[src/rtl/core/clle_pkg.sv]
// Shared constants, types and helpers for the cursor linked list engine.
// No dependencies; every other file refers to this package by scoped names.
`timescale 1ns / 1ps

package clle_pkg;

	localparam int CELLS      = 16;
	localparam int DATA_WIDTH = 32;
	localparam int PTR_W      = $clog2(CELLS + 1);
	localparam int IDX_W      = $clog2(CELLS);
	localparam int CMD_W      = 3;
	localparam int VAL_W      = 32;
	localparam int POS_W      = 5;
	localparam int STAT_W     = 3;
	localparam int SLOT_W     = 4;
	localparam int CMP_W      = (PTR_W > POS_W) ? PTR_W : POS_W;

	typedef logic [PTR_W-1:0]      ptr_t;
	typedef logic [DATA_WIDTH-1:0] data_t;
	typedef logic [CMD_W-1:0]      cmd_t;
	typedef logic [STAT_W-1:0]     stat_t;

	localparam ptr_t NIL = PTR_W'(CELLS);

	localparam cmd_t CMD_INS_HEAD = 3'd0;
	localparam cmd_t CMD_INS_TAIL = 3'd1;
	localparam cmd_t CMD_INS_POS  = 3'd2;
	localparam cmd_t CMD_DEL_HEAD = 3'd3;
	localparam cmd_t CMD_DEL_VAL  = 3'd4;

	localparam stat_t ST_OK       = 3'd0;
	localparam stat_t ST_NOSPACE  = 3'd1;
	localparam stat_t ST_RANGE    = 3'd2;
	localparam stat_t ST_EMPTY    = 3'd3;
	localparam stat_t ST_NOTFOUND = 3'd4;

	// controller -> datapath
	typedef struct packed {
		logic capture;
		logic alloc;
		logic init_walk;
		logic step;
		logic pop_head;
		logic unlink;
		logic free_cur;
		logic free_c;
		logic write_c;
		logic tail;
		logic link_c;
	} ctl_t;

	// datapath -> controller
	typedef struct packed {
		logic free_nil;
		logic head_nil;
		logic cur_cell;
		logic cnt_lt_cells;
		logic cnt_lt_pos;
		logic data_match;
		ptr_t slot;
	} sts_t;

	function automatic data_t to_data(input logic [VAL_W-1:0] v);
		logic [63:0] w;
		w = {{(64 - VAL_W){v[VAL_W-1]}}, v};
		return w[DATA_WIDTH-1:0];
	endfunction

	function automatic logic is_cell(input ptr_t p);
		return p < NIL;
	endfunction

endpackage

[src/rtl/core/clle_if.sv]
// Request and response channel interfaces of the cursor linked list engine.
// Depends on clle_pkg for field widths.
`timescale 1ns / 1ps

interface clle_req_if;
	logic                         valid;
	logic                         ready;
	logic [clle_pkg::CMD_W-1:0]   command;
	logic signed [clle_pkg::VAL_W-1:0] value;
	logic [clle_pkg::POS_W-1:0]   position;

	modport source(output valid, command, value, position, input ready);
	modport sink(input valid, command, value, position, output ready);
endinterface

interface clle_rsp_if;
	logic                          valid;
	logic                          ready;
	logic [clle_pkg::STAT_W-1:0]   status;
	logic [clle_pkg::SLOT_W-1:0]   slot;

	modport source(output valid, status, slot, input ready);
	modport sink(input valid, status, slot, output ready);
endinterface

[src/rtl/core/cursor_linked_list_engine.sv]
// Cursor linked list engine, top level: a singly linked list in a pool of
// cells with a free list threaded through the unused cells.
// Depends on clle_pkg, clle_if, clle_ctrl and clle_datapath.
//
// Channels: req carries command, value and position; rsp returns one
// request's status and slot. Both use valid/ready, a request moves on an edge
// where both are high.
// Sequence: delete head and codes without meaning go from S_START straight
// to S_DONE; no free cell or an empty list gives the same path.
// Insert head goes S_START, S_WALK, S_LINK, S_SETLINK, S_DONE. Insert tail,
// insert at position and delete value walk the list one link read per cycle
// on the single link-store read port before they reach S_DONE.
// Throughput: one request in flight; req.ready is high only while the
// controller is idle. The next request is taken while the previous response
// still waits in the output register.
// Stall: a response that is not taken holds; a finished request waits in
// the controller until the output register frees.
// Reset: the list is empty and the free list chains cell 0 through the last
// cell; the response register is empty. No clearing pass is needed.
`timescale 1ns / 1ps

module cursor_linked_list_engine (
	input  logic       clk,
	input  logic       arst_n,
	clle_req_if.sink   req,
	clle_rsp_if.source rsp
);

	clle_pkg::ctl_t ctl;
	clle_pkg::sts_t sts;

	clle_ctrl u_ctrl (
		.clk         (clk),
		.arst_n      (arst_n),
		.req_valid   (req.valid),
		.req_ready   (req.ready),
		.req_command (req.command),
		.rsp_valid   (rsp.valid),
		.rsp_ready   (rsp.ready),
		.rsp_status  (rsp.status),
		.rsp_slot    (rsp.slot),
		.ctl         (ctl),
		.sts         (sts)
	);

	clle_datapath u_datapath (
		.clk          (clk),
		.arst_n       (arst_n),
		.ctl          (ctl),
		.req_value    (req.value),
		.req_position (req.position),
		.sts          (sts)
	);

endmodule

[src/rtl/core/clle_datapath.sv]
// Datapath: cell data and link stores, list and free heads, walk registers.
// Driven by clle_ctrl through clle_pkg::ctl_t; reports through clle_pkg::sts_t.
`timescale 1ns / 1ps

module clle_datapath (
	input  logic                       clk,
	input  logic                       arst_n,
	input  clle_pkg::ctl_t             ctl,
	input  logic [clle_pkg::VAL_W-1:0] req_value,
	input  logic [clle_pkg::POS_W-1:0] req_position,
	output clle_pkg::sts_t             sts
);

	clle_pkg::ptr_t  cell_next_q [clle_pkg::CELLS];
	clle_pkg::data_t cell_data_q [clle_pkg::CELLS];

	clle_pkg::ptr_t  list_head_q;
	clle_pkg::ptr_t  free_head_q;
	clle_pkg::ptr_t  c_q;
	clle_pkg::ptr_t  prev_q;
	clle_pkg::ptr_t  cur_q;
	clle_pkg::ptr_t  cnt_q;
	clle_pkg::ptr_t  slot_q;
	clle_pkg::data_t val_q;
	logic [clle_pkg::POS_W-1:0] pos_q;

	clle_pkg::ptr_t  rd_addr;
	clle_pkg::ptr_t  rd_next;
	clle_pkg::data_t cur_data;
	logic            we;
	clle_pkg::ptr_t  waddr;
	clle_pkg::ptr_t  wdata;

	// single read port on the link store
	always_comb begin
		if (ctl.alloc) begin
			rd_addr = free_head_q;
		end else if (ctl.pop_head) begin
			rd_addr = list_head_q;
		end else begin
			rd_addr = cur_q;
		end
		rd_next = clle_pkg::is_cell(rd_addr) ? cell_next_q[rd_addr[clle_pkg::IDX_W-1:0]]
			: clle_pkg::NIL;
		cur_data = clle_pkg::is_cell(cur_q) ? cell_data_q[cur_q[clle_pkg::IDX_W-1:0]] : '0;
	end

	// single write port on the link store
	always_comb begin
		we    = 1'b0;
		waddr = c_q;
		wdata = free_head_q;
		if (ctl.pop_head) begin
			we    = 1'b1;
			waddr = list_head_q;
		end else if (ctl.unlink) begin
			we    = clle_pkg::is_cell(prev_q);
			waddr = prev_q;
			wdata = rd_next;
		end else if (ctl.free_cur) begin
			we    = 1'b1;
			waddr = cur_q;
		end else if (ctl.free_c) begin
			we    = 1'b1;
		end else if (ctl.write_c) begin
			we    = 1'b1;
			wdata = ctl.tail ? clle_pkg::NIL : cur_q;
		end else if (ctl.link_c) begin
			we    = clle_pkg::is_cell(prev_q);
			waddr = prev_q;
			wdata = c_q;
		end
	end

	always_ff @(posedge clk or negedge arst_n) begin
		if (!arst_n) begin
			for (int i = 0; i < clle_pkg::CELLS; i++) begin
				cell_next_q[i] <= clle_pkg::PTR_W'(i + 1);
			end
			list_head_q <= clle_pkg::NIL;
			free_head_q <= '0;
		end else begin
			if (we) begin
				cell_next_q[waddr[clle_pkg::IDX_W-1:0]] <= wdata;
			end
			if (ctl.pop_head) begin
				list_head_q <= rd_next;
				free_head_q <= list_head_q;
			end
			if (ctl.alloc) begin
				free_head_q <= rd_next;
			end
			if (ctl.unlink && !clle_pkg::is_cell(prev_q)) begin
				list_head_q <= rd_next;
			end
			if (ctl.free_cur) begin
				free_head_q <= cur_q;
			end
			if (ctl.free_c) begin
				free_head_q <= c_q;
			end
			if (ctl.link_c && !clle_pkg::is_cell(prev_q)) begin
				list_head_q <= c_q;
			end
		end
	end

	always_ff @(posedge clk) begin
		if (ctl.capture) begin
			val_q  <= clle_pkg::to_data(req_value);
			pos_q  <= req_position;
			slot_q <= '0;
		end
		if (ctl.alloc) begin
			c_q <= free_head_q;
		end
		if (ctl.init_walk) begin
			prev_q <= clle_pkg::NIL;
			cur_q  <= list_head_q;
			cnt_q  <= '0;
		end
		if (ctl.step) begin
			prev_q <= cur_q;
			cur_q  <= rd_next;
			cnt_q  <= cnt_q + clle_pkg::PTR_W'(1);
		end
		if (ctl.pop_head) begin
			slot_q <= list_head_q;
		end
		if (ctl.write_c) begin
			slot_q <= c_q;
			cell_data_q[c_q[clle_pkg::IDX_W-1:0]] <= val_q;
		end
		if (ctl.free_cur) begin
			slot_q <= cur_q;
		end
	end

	always_comb begin
		sts.free_nil     = !clle_pkg::is_cell(free_head_q);
		sts.head_nil     = !clle_pkg::is_cell(list_head_q);
		sts.cur_cell     = clle_pkg::is_cell(cur_q);
		sts.cnt_lt_cells = cnt_q < clle_pkg::NIL;
		sts.cnt_lt_pos   = clle_pkg::CMP_W'(cnt_q) < clle_pkg::CMP_W'(pos_q);
		sts.data_match   = cur_data == val_q;
		sts.slot         = slot_q;
	end

endmodule

[src/rtl/core/clle_ctrl.sv]
// Controller: command sequencing state machine and the response register.
// Depends on clle_pkg; drives clle_datapath through ctl_t.
`timescale 1ns / 1ps

module clle_ctrl (
	input  logic                        clk,
	input  logic                        arst_n,
	input  logic                        req_valid,
	output logic                        req_ready,
	input  logic [clle_pkg::CMD_W-1:0]  req_command,
	output logic                        rsp_valid,
	input  logic                        rsp_ready,
	output logic [clle_pkg::STAT_W-1:0] rsp_status,
	output logic [clle_pkg::SLOT_W-1:0] rsp_slot,
	output clle_pkg::ctl_t              ctl,
	input  clle_pkg::sts_t              sts
);

	localparam logic [2:0] S_IDLE    = 3'd0;
	localparam logic [2:0] S_START   = 3'd1;
	localparam logic [2:0] S_WALK    = 3'd2;
	localparam logic [2:0] S_LINK    = 3'd3;
	localparam logic [2:0] S_SETLINK = 3'd4;
	localparam logic [2:0] S_FREE    = 3'd5;
	localparam logic [2:0] S_DONE    = 3'd6;

	logic [2:0]          state_q, state_d;
	clle_pkg::cmd_t      cmd_q;
	clle_pkg::stat_t     status_q, status_d;
	logic                out_valid_q;
	clle_pkg::stat_t     out_status_q;
	logic [clle_pkg::SLOT_W-1:0] out_slot_q;
	logic                accept;
	logic                out_load;

	assign req_ready  = state_q == S_IDLE;
	assign accept     = req_valid && req_ready;
	assign out_load   = (state_q == S_DONE) && (!out_valid_q || rsp_ready);
	assign rsp_valid  = out_valid_q;
	assign rsp_status = out_status_q;
	assign rsp_slot   = out_slot_q;

	always_comb begin
		state_d  = state_q;
		status_d = status_q;
		ctl      = '0;
		ctl.tail = cmd_q == clle_pkg::CMD_INS_TAIL;
		unique case (state_q)
			S_IDLE: begin
				ctl.capture = accept;
				if (accept) begin
					state_d = S_START;
				end
			end
			S_START: begin
				status_d = clle_pkg::ST_OK;
				state_d  = S_DONE;
				unique case (cmd_q) inside
					clle_pkg::CMD_INS_HEAD, clle_pkg::CMD_INS_TAIL, clle_pkg::CMD_INS_POS: begin
						if (sts.free_nil) begin
							status_d = clle_pkg::ST_NOSPACE;
						end else begin
							ctl.alloc     = 1'b1;
							ctl.init_walk = 1'b1;
							state_d       = S_WALK;
						end
					end
					clle_pkg::CMD_DEL_HEAD: begin
						if (sts.head_nil) begin
							status_d = clle_pkg::ST_EMPTY;
						end else begin
							ctl.pop_head = 1'b1;
						end
					end
					clle_pkg::CMD_DEL_VAL: begin
						if (sts.head_nil) begin
							status_d = clle_pkg::ST_EMPTY;
						end else begin
							ctl.init_walk = 1'b1;
							state_d       = S_WALK;
						end
					end
					default: begin
					end
				endcase
			end
			S_WALK: begin
				unique case (cmd_q) inside
					clle_pkg::CMD_INS_HEAD: begin
						state_d = S_LINK;
					end
					clle_pkg::CMD_INS_TAIL: begin
						if (sts.cur_cell && sts.cnt_lt_cells) begin
							ctl.step = 1'b1;
						end else begin
							state_d = S_LINK;
						end
					end
					clle_pkg::CMD_INS_POS: begin
						if (sts.cur_cell && sts.cnt_lt_pos) begin
							ctl.step = 1'b1;
						end else if (sts.cnt_lt_pos) begin
							// give the taken cell back
							ctl.free_c = 1'b1;
							status_d   = clle_pkg::ST_RANGE;
							state_d    = S_DONE;
						end else begin
							state_d = S_LINK;
						end
					end
					clle_pkg::CMD_DEL_VAL: begin
						if (sts.cur_cell && sts.cnt_lt_cells && !sts.data_match) begin
							ctl.step = 1'b1;
						end else if (!sts.cur_cell || !sts.data_match) begin
							status_d = clle_pkg::ST_NOTFOUND;
							state_d  = S_DONE;
						end else begin
							ctl.unlink = 1'b1;
							state_d    = S_FREE;
						end
					end
					default: begin
						state_d = S_DONE;
					end
				endcase
			end
			S_LINK: begin
				ctl.write_c = 1'b1;
				state_d     = S_SETLINK;
			end
			S_SETLINK: begin
				ctl.link_c = 1'b1;
				state_d    = S_DONE;
			end
			S_FREE: begin
				ctl.free_cur = 1'b1;
				state_d      = S_DONE;
			end
			S_DONE: begin
				if (out_load) begin
					state_d = S_IDLE;
				end
			end
			default: begin
				state_d = S_IDLE;
			end
		endcase
	end

	always_ff @(posedge clk or negedge arst_n) begin
		if (!arst_n) begin
			state_q     <= S_IDLE;
			out_valid_q <= 1'b0;
		end else begin
			state_q <= state_d;
			if (out_load) begin
				out_valid_q <= 1'b1;
			end else if (rsp_ready) begin
				out_valid_q <= 1'b0;
			end
		end
	end

	always_ff @(posedge clk) begin
		if (accept) begin
			cmd_q <= req_command;
		end
		status_q <= status_d;
		if (out_load) begin
			out_status_q <= status_q;
			out_slot_q   <= (status_q == clle_pkg::ST_OK)
				? clle_pkg::SLOT_W'(sts.slot) : '0;
		end
	end

endmodule

[src/flat_wrapper.sv]
// flat-port wrapper written by rule: the top's interface ports become plain ports
module cursor_linked_list_engine_flat 
  (clk, arst_n, req_valid, req_command, req_value, req_position, req_ready, rsp_valid, rsp_status, rsp_slot, rsp_ready);
  clle_req_if req_i ();
  clle_rsp_if rsp_i ();
  input  logic clk;
  input  logic arst_n;
  input wire logic [$bits(req_i.valid)-1:0] req_valid;
  input wire logic [$bits(req_i.command)-1:0] req_command;
  input wire logic [$bits(req_i.value)-1:0] req_value;
  input wire logic [$bits(req_i.position)-1:0] req_position;
  output wire logic [$bits(req_i.ready)-1:0] req_ready;
  output wire logic [$bits(rsp_i.valid)-1:0] rsp_valid;
  output wire logic [$bits(rsp_i.status)-1:0] rsp_status;
  output wire logic [$bits(rsp_i.slot)-1:0] rsp_slot;
  input wire logic [$bits(rsp_i.ready)-1:0] rsp_ready;
  assign req_i.valid = req_valid;
  assign req_i.command = req_command;
  assign req_i.value = req_value;
  assign req_i.position = req_position;
  assign req_ready = req_i.ready;
  assign rsp_valid = rsp_i.valid;
  assign rsp_status = rsp_i.status;
  assign rsp_slot = rsp_i.slot;
  assign rsp_i.ready = rsp_ready;
  cursor_linked_list_engine u_core (.clk(clk), .arst_n(arst_n), .req(req_i), .rsp(rsp_i));
endmodule
[config.mk]
export PLATFORM = sky130hd
export DESIGN_NAME = cursor_linked_list_engine_flat
export DESIGN_NICKNAME = d
export VERILOG_FILES = /design/src/rtl/core/clle_pkg.sv /design/src/rtl/core/clle_if.sv /design/src/rtl/core/cursor_linked_list_engine.sv /design/src/rtl/core/clle_datapath.sv /design/src/rtl/core/clle_ctrl.sv /design/src/flat_wrapper.sv
export SDC_FILE = /design/constraint.sdc
export NUM_CORES = 1
export LEC_CHECK = 0
export BUFFER_PORTS_ARGS = -buffer_cell sky130_fd_sc_hd__buf_4
export CAP_MARGIN = 10
export CORE_ASPECT_RATIO = 1.1
export CORE_MARGIN = 5
export CORE_UTILIZATION = 28
export CTS_CLUSTER_DIAMETER = 40
export DETAILED_ROUTE_END_ITERATION = 7
export SLEW_MARGIN = 0
export SYNTH_ARGS = -nofsm -noshare
export SYNTH_HDL_FRONTEND = slang
export SYNTH_SLANG_ARGS = --single-unit
[constraint.sdc]
create_clock -name clk -period 3.95 [get_ports clk]
set_input_delay 0.79 -clock clk [delete_from_list [all_inputs] [get_ports clk]]
set_output_delay 0.79 -clock clk [all_outputs]
set_load 0.01 [all_outputs]
# Yosys cells after proc, flatten, opt, wreduce, memory -nomap -nowiden
# Memory sizes are Yosys's and may differ from the RTL's. A register that Yosys moved wholly into a read port is not among the register bits.
# Cells that the tools add are included.
dict set report word_totals {
  register_bits 168
  ram_bits 512
  inputBits 44
  elab_cells 188
  n_memories 1
}
# memory words width rd rd_clocked_by_memory_dff write_ports line
set mem_list {}
lappend mem_list {u_core.u_datapath.cell_data_q 16 32 1 1 1 clle_datapath.sv:15} ;# clle_pkg::data_t cell_data_q [clle_pkg::CELLS];
dict set report classes {
  n_addsub 1
  n_lt_le_gt_ge 10
  n_eq_ne 19
  muxes 96
  n_bitwise 2
  n_reduce_logical 28
}
# op n
set op_table {}
lappend op_table {{2-to-1 mux 5 bit} 26}
lappend op_table {{bitwise mux 80 bit} 1}
lappend op_table {{2-to-1 mux 4 bit} 11}
lappend op_table {{2-to-1 mux 3 bit} 12}
lappend op_table {{== test 32 bit} 1}
lappend op_table {{2-to-1 mux 32 bit} 1}
lappend op_table {{2-to-1 mux 1 bit} 31}
lappend op_table {{less-than comparator 5 bit (second input constant)} 6}
lappend op_table {{binary-select mux 5 bit (select 4 bit)} 1}
lappend op_table {{demux 5 bit (select 4 bit)} 1}
lappend op_table {{!= test 3 bit (second input constant)} 6}
lappend op_table {{case mux 3 bit (2 select lines)} 3}
lappend op_table {{case mux 3 bit (6 select lines)} 1}
lappend op_table {{== test 3 x 2 -> 1 bit (second input constant)} 4}
lappend op_table {{== test 3 bit (second input constant)} 4}
lappend op_table {{case mux 3 bit (4 select lines)} 1}
lappend op_table {{greater-or-equal comparator 5 bit (second input constant)} 2}
lappend op_table {{NOT 4 -> 5 bit} 2}
lappend op_table {{logical NOT 3 bit} 3}
lappend op_table {{logical AND 1 bit} 8}
lappend op_table {{2-to-1 mux 2 bit} 4}
lappend op_table {{nonzero test 4 bit} 2}
lappend op_table {{== test 3 x 1 -> 1 bit (second input constant)} 2}
lappend op_table {{AND reduction 6 bit} 1}
lappend op_table {{15 further kinds} 22}

# Logic depth before layout (Yosys ltp)
dict set report depth {
  ltp_word 17
  mapped_depth 20
  mapped_depth_nobuf 12
}

# Modules after synthesis
# A second synthesis with hierarchy kept.
dict set report unflattened {
  hier_cells 1632
  hier_area_um2 28682.5
}
# module instances cells_each area_per_inst_um2 seq_area_each_um2
set modules_own_cells {}
lappend modules_own_cells {clle_datapath 1 1537 27675.3 19611.3}
lappend modules_own_cells {clle_ctrl 1 95 1007.2 490.5}

# Least setup slack after synthesis
# Ideal clock, no wire load.
dict set report synth_path {
  kind {flip-flop to flip-flop}
  startpoint {reg u_core.u_ctrl.state_q[2]}
  endpoint {mem u_core.u_datapath.cell_data_q[3][0] (netlist name) (enable)}
  setup_ns 0.461
  t_arrival_ns 3.487
  t_required_ns 3.489
  setup_slack_ns 0.002
  stages_incl_launch_ff 7
  path_buffers 2
  cell_sequence {dfrtp_1 clkbuf_1 nor2_1 and2_1 clkbuf_1 nand3_1 nor3_1}
}
dict set report synth_via {
  elab_chain_len 4
}
# item line
set synth_lines {}
lappend synth_lines {{start: declaration} clle_ctrl.sv:27} ;# logic [2:0] state_q, state_d;
lappend synth_lines {{start signal: assignment} clle_ctrl.sv:155} ;# state_q <= state_d;
lappend synth_lines {{== test 3 x 2 -> 1 bit} clle_ctrl.sv:48} ;# unique case (state_q)
lappend synth_lines {{2-to-1 mux 1 bit} clle_ctrl.sv:48}
lappend synth_lines {{2-to-1 mux 1 bit} clle_datapath.sv:130} ;# if (ctl.write_c) begin
lappend synth_lines {{2-to-1 mux 1 bit (implied by the code)} clle_datapath.sv:132} ;# cell_data_q[c_q[clle_pkg::IDX_W-1:0]] <= val_q;
lappend synth_lines {{end: declaration} clle_datapath.sv:15}
# No other way between the ends.

==> results.json <==
{
  "clock-sinks": 684,
  "fmax_ghz": 0.244,
  "multi_input_area_um2": 8730,
  "p_leak_nw": 13.8,
  "grt_use_met2_pct": 22.5,
  "arrival_ns": 4.65,
  "cp-end-kind": "flop",
  "clk_path_buf_depth": 3,
  "clk_pin_slew_ns": 0.06,
  "first_global_vias": 18211,
  "grt_antenna_before_repair": 0,
  "cts_root_buf": "clkbuf_16",
  "clk_latency_ns": 0.68,
  "n_fill_cell": 9560,
  "drtAntennaViolNets": 0,
  "tritoncts": "done",
  "finalSetupTns_ns": -4.58,
  "area_growth_pct": 28.7,
  "vias": 17458,
  "regArea_um2": 20100,
  "synth_seq_area_share_pct": 69.5,
  "hold_viol_final": 0,
  "timing.final.crit_share_pct": 104,
  "dr.pass1.iters": 6,
  "grt_max_degree": 41,
  "yosysWarningCount": 0,
  "syn_nets": 1901,
  "r2r_slack_ns": -0.15,
  "dp_hpwl_mm": 45.0,
  "ys_ff_latch": 684,
  "gr-usage-met3_pct": 2.77,
  "wire_per_inst_um": 20.9,
  "synth_flop_cell": "edfxtp_1",
  "synth_cell_types": 70,
  "drt_iter0_drc": 1262,
  "ios": 53,
  "synth_edf_count": 586,
  "worstPathMaxFanout": 8,
  "critPathKind": "flop to flop",
  "netlist_area_um2": 28900,
  "busiest_layer": "met2",
  "hold_path_class": "input pin to async pin",
  "required_ns": 4.50,
  "diodes": 0,
  "gp_congestion": 0.884,
  "cp-start-kind": "flop",
  "drc_errors": 0,
  "report.final.setup_viol": 79,
  "worst_slack_ns": -0.155,
  "async_flop_share_pct": 13.7,
  "die_h_um": 347,
  "drt_wl_total_mm": 75.6,
  "vias_per_cell": 4.83,
  "num_rows": 123,
  "layout-drive-gt1-share_pct": 30.8,
  "start_util_pct": 28.2,
  "clock_skew_ns": 0.0411,
  "fp.dieW_um": 316,
  "layout.nets": 2201,
  "grt_usage_pct": 13.4,
  "finalPower_mw": 24.5,
  "relSlewSlack_pct": 46.2,
  "tightest_slew_ns": 0.804,
  "avgSynthCellArea_um2": 15.6,
  "syn_inst": 1852,
  "pwr_density_cell_nw_per_um2": 661,
  "violations": "setup timing",
  "cts_made_buffers": 101,
  "coreArea_um2": 102000,
  "grtUsageMet1_pct": 17.4,
  "cts_max_level": 3,
  "dieArea_um2": 110000,
  "max-cap-violations": 0,
  "drv_slew": 0,
  "hold_buffers": 0,
  "overflow": 0,
  "status": "finished, violations left",
  "layout_min_cycle_time_ns": 4.10,
  "numPortBuffers": 52,
  "grt_pass1_wl_mm": 113,
  "ir_drop_v": 0.000451,
  "rsz0062_at_grt": "true"
}
[report_power, final]
part           switching, mW  total [mW]  internal, mW
clock network           3.62        9.12          5.49
registers              0.479        9.33          8.85
logic                   3.28        6.10          2.82
[layout make-up]
cell class	instances	area share, %
Timing Repair Buffer	293	8.12
Clock inverter	76	2.43
Clock buffer	114	7.08
Sequential cell	684	54.1
Inverter	16	0.162
Multi-Input combinational cell	1056	23.5
Tap cell	1375	4.63
[timing repair]
action	CTS	global route
endpoints found under the setup margin	110	116
cloned	7	3
pin swaps	27	38
gates resized for setup	56	87
buffers inserted	19	11
hold endpoints to repair	0	0
[Yosys cell counts, types with 5 or more instances]
master	number	area share [%]
and3_1	35	0.76
nor4_1	11	0.24
a22oi_1	65	1.7
o21ai_0	14	0.24
nand2_1	101	1.3
clkbuf_1	45	0.59
buf_4	15	0.39
nand4_1	5	0.11
dfstp_2	34	3.1
or4_1	6	0.16
mux2i_1	343	12
nor3_1	9	0.16
buf_6	16	0.62
a211oi_1	8	0.21
edfxtp_1	586	61
a21oi_1	124	2.2
and2_1	15	0.33
a21o_1	5	0.13
dfrtp_1	60	5.2
nand2b_1	17	0.37
nor2_1	47	0.61
nor2b_1	5	0.11
buf_2	18	0.31
nand3_1	67	1.2
a31oi_1	7	0.15
o22ai_1	7	0.15
or2_2	5	0.11
inv_1	15	0.20
mux2_2	88	3.4
ha_1	5	0.22
[cells by family (layout without fill, tap and decap cells)]
kind of cell / count (synthesis) / in the layout / synth area share (%)
AO/OA/AOI/OAI: 258 / 259 / 5.75
XOR/XNOR: 3 / 3 / 0.0910
adder cells (fa/ha/maj): 5 / 5 / 0.217
buffers and inverters: 113 / 499 / 2.16
flip-flops: 684 / 684 / 69.5
multiplexers: 431 / 431 / 15.3
AND/OR/NAND/NOR: 358 / 358 / 6.91
[path summary, 6_finish.rpt]
check,startpoint,end,cells after the start
max in group asynchronous,arst_n,u_core.u_datapath.cell_next_q[4],2
setup reg to reg,flop,u_core.u_datapath.cell_next_q[48],20
setup / recovery,flop,u_core.u_datapath.cell_next_q[48],20
hold / removal,arst_n,u_core.u_datapath.cell_next_q[27],1
hold reg to reg,u_core.u_ctrl.status_q[2],u_core.u_ctrl.rsp_status[2],0
min in group clk,req_value[11],u_core.u_datapath.val_q[11],1
[sequential cells by signal, indices dropped and copies added, names as in the netlist, 3 cells and up, named ones only]
signal	count
u_core.u_ctrl.cmd_q	3
u_core.u_ctrl.rsp_slot	4
u_core.u_ctrl.rsp_status	3
u_core.u_ctrl.state_q	3
u_core.u_ctrl.status_q	3
u_core.u_datapath.c_q	5
u_core.u_datapath.cell_data_q	512
u_core.u_datapath.cell_next_q	80
u_core.u_datapath.cnt_q	5
u_core.u_datapath.cur_q	5
u_core.u_datapath.free_head_q	5
u_core.u_datapath.list_head_q	5
u_core.u_datapath.pos_q	5
u_core.u_datapath.prev_q	5
u_core.u_datapath.slot_q	4
u_core.u_datapath.val_q	32
[cells in the final DEF (no fill, tap or decap), types with 14 or more instances in the layout]
master / count
edfxtp_1: 586
mux2i_1: 335
buf_4: 209
a21oi_1: 117
clkbuf_16: 105
nand2_1: 101
mux2_2: 74
nand3_1: 66
a22oi_1: 62
dfrtp_1: 60
buf_6: 36
nor2_1: 35
dfstp_2: 34
buf_12: 33
and3_1: 28
nand2b_1: 15
inv_1: 15
inv_6: 15
mux2_4: 14
[through the flow]
step	worst slack (ns)	std cells	util (%)	instance area (um^2)	hold slack (ns)
final	-0.155	3614	36.3	37100	0.0777
after global routing	-0.278	3614	36.3	37100	0.0856
after CTS	-0.0779	3601	35.8	36600	0.0462
after detailed placement	-0.441	3385	31.7	32500	0.450
after global placement	-0.388	3385	31.7	32500	0.441
after floorplan	0.00159	1852	-	28900	0.427
[layer usage]
metal  vias to the layer above  share of wire, %
met1                      8859                42
met2                       568                49
li1                       7861                 -
met5                         -                 0
met3                       170               5.8
met4                         0               2.9
[worst max-delay path: stages, from the launching register on]
cell and delay, ns:
dfxtp_4 0.42, buf_12 0.15, buf_16 0.16, buf_12 0.14, mux2i_1 0.18, a22oi_1 0.10, and3_1 0.17, or3_4 0.36
a22oi_2 0.16, buf_4 0.16, nand4_1 0.15, and4bb_1 0.34, buf_6 0.15, buf_6 0.11, a21o_1 0.15, buf_6 0.11
a211oi_4 0.07, buf_12 0.14, nor4_4 0.26, buf_6 0.16, mux2_4 0.30
No activity file was read; power rests on OpenSTA's default activity.
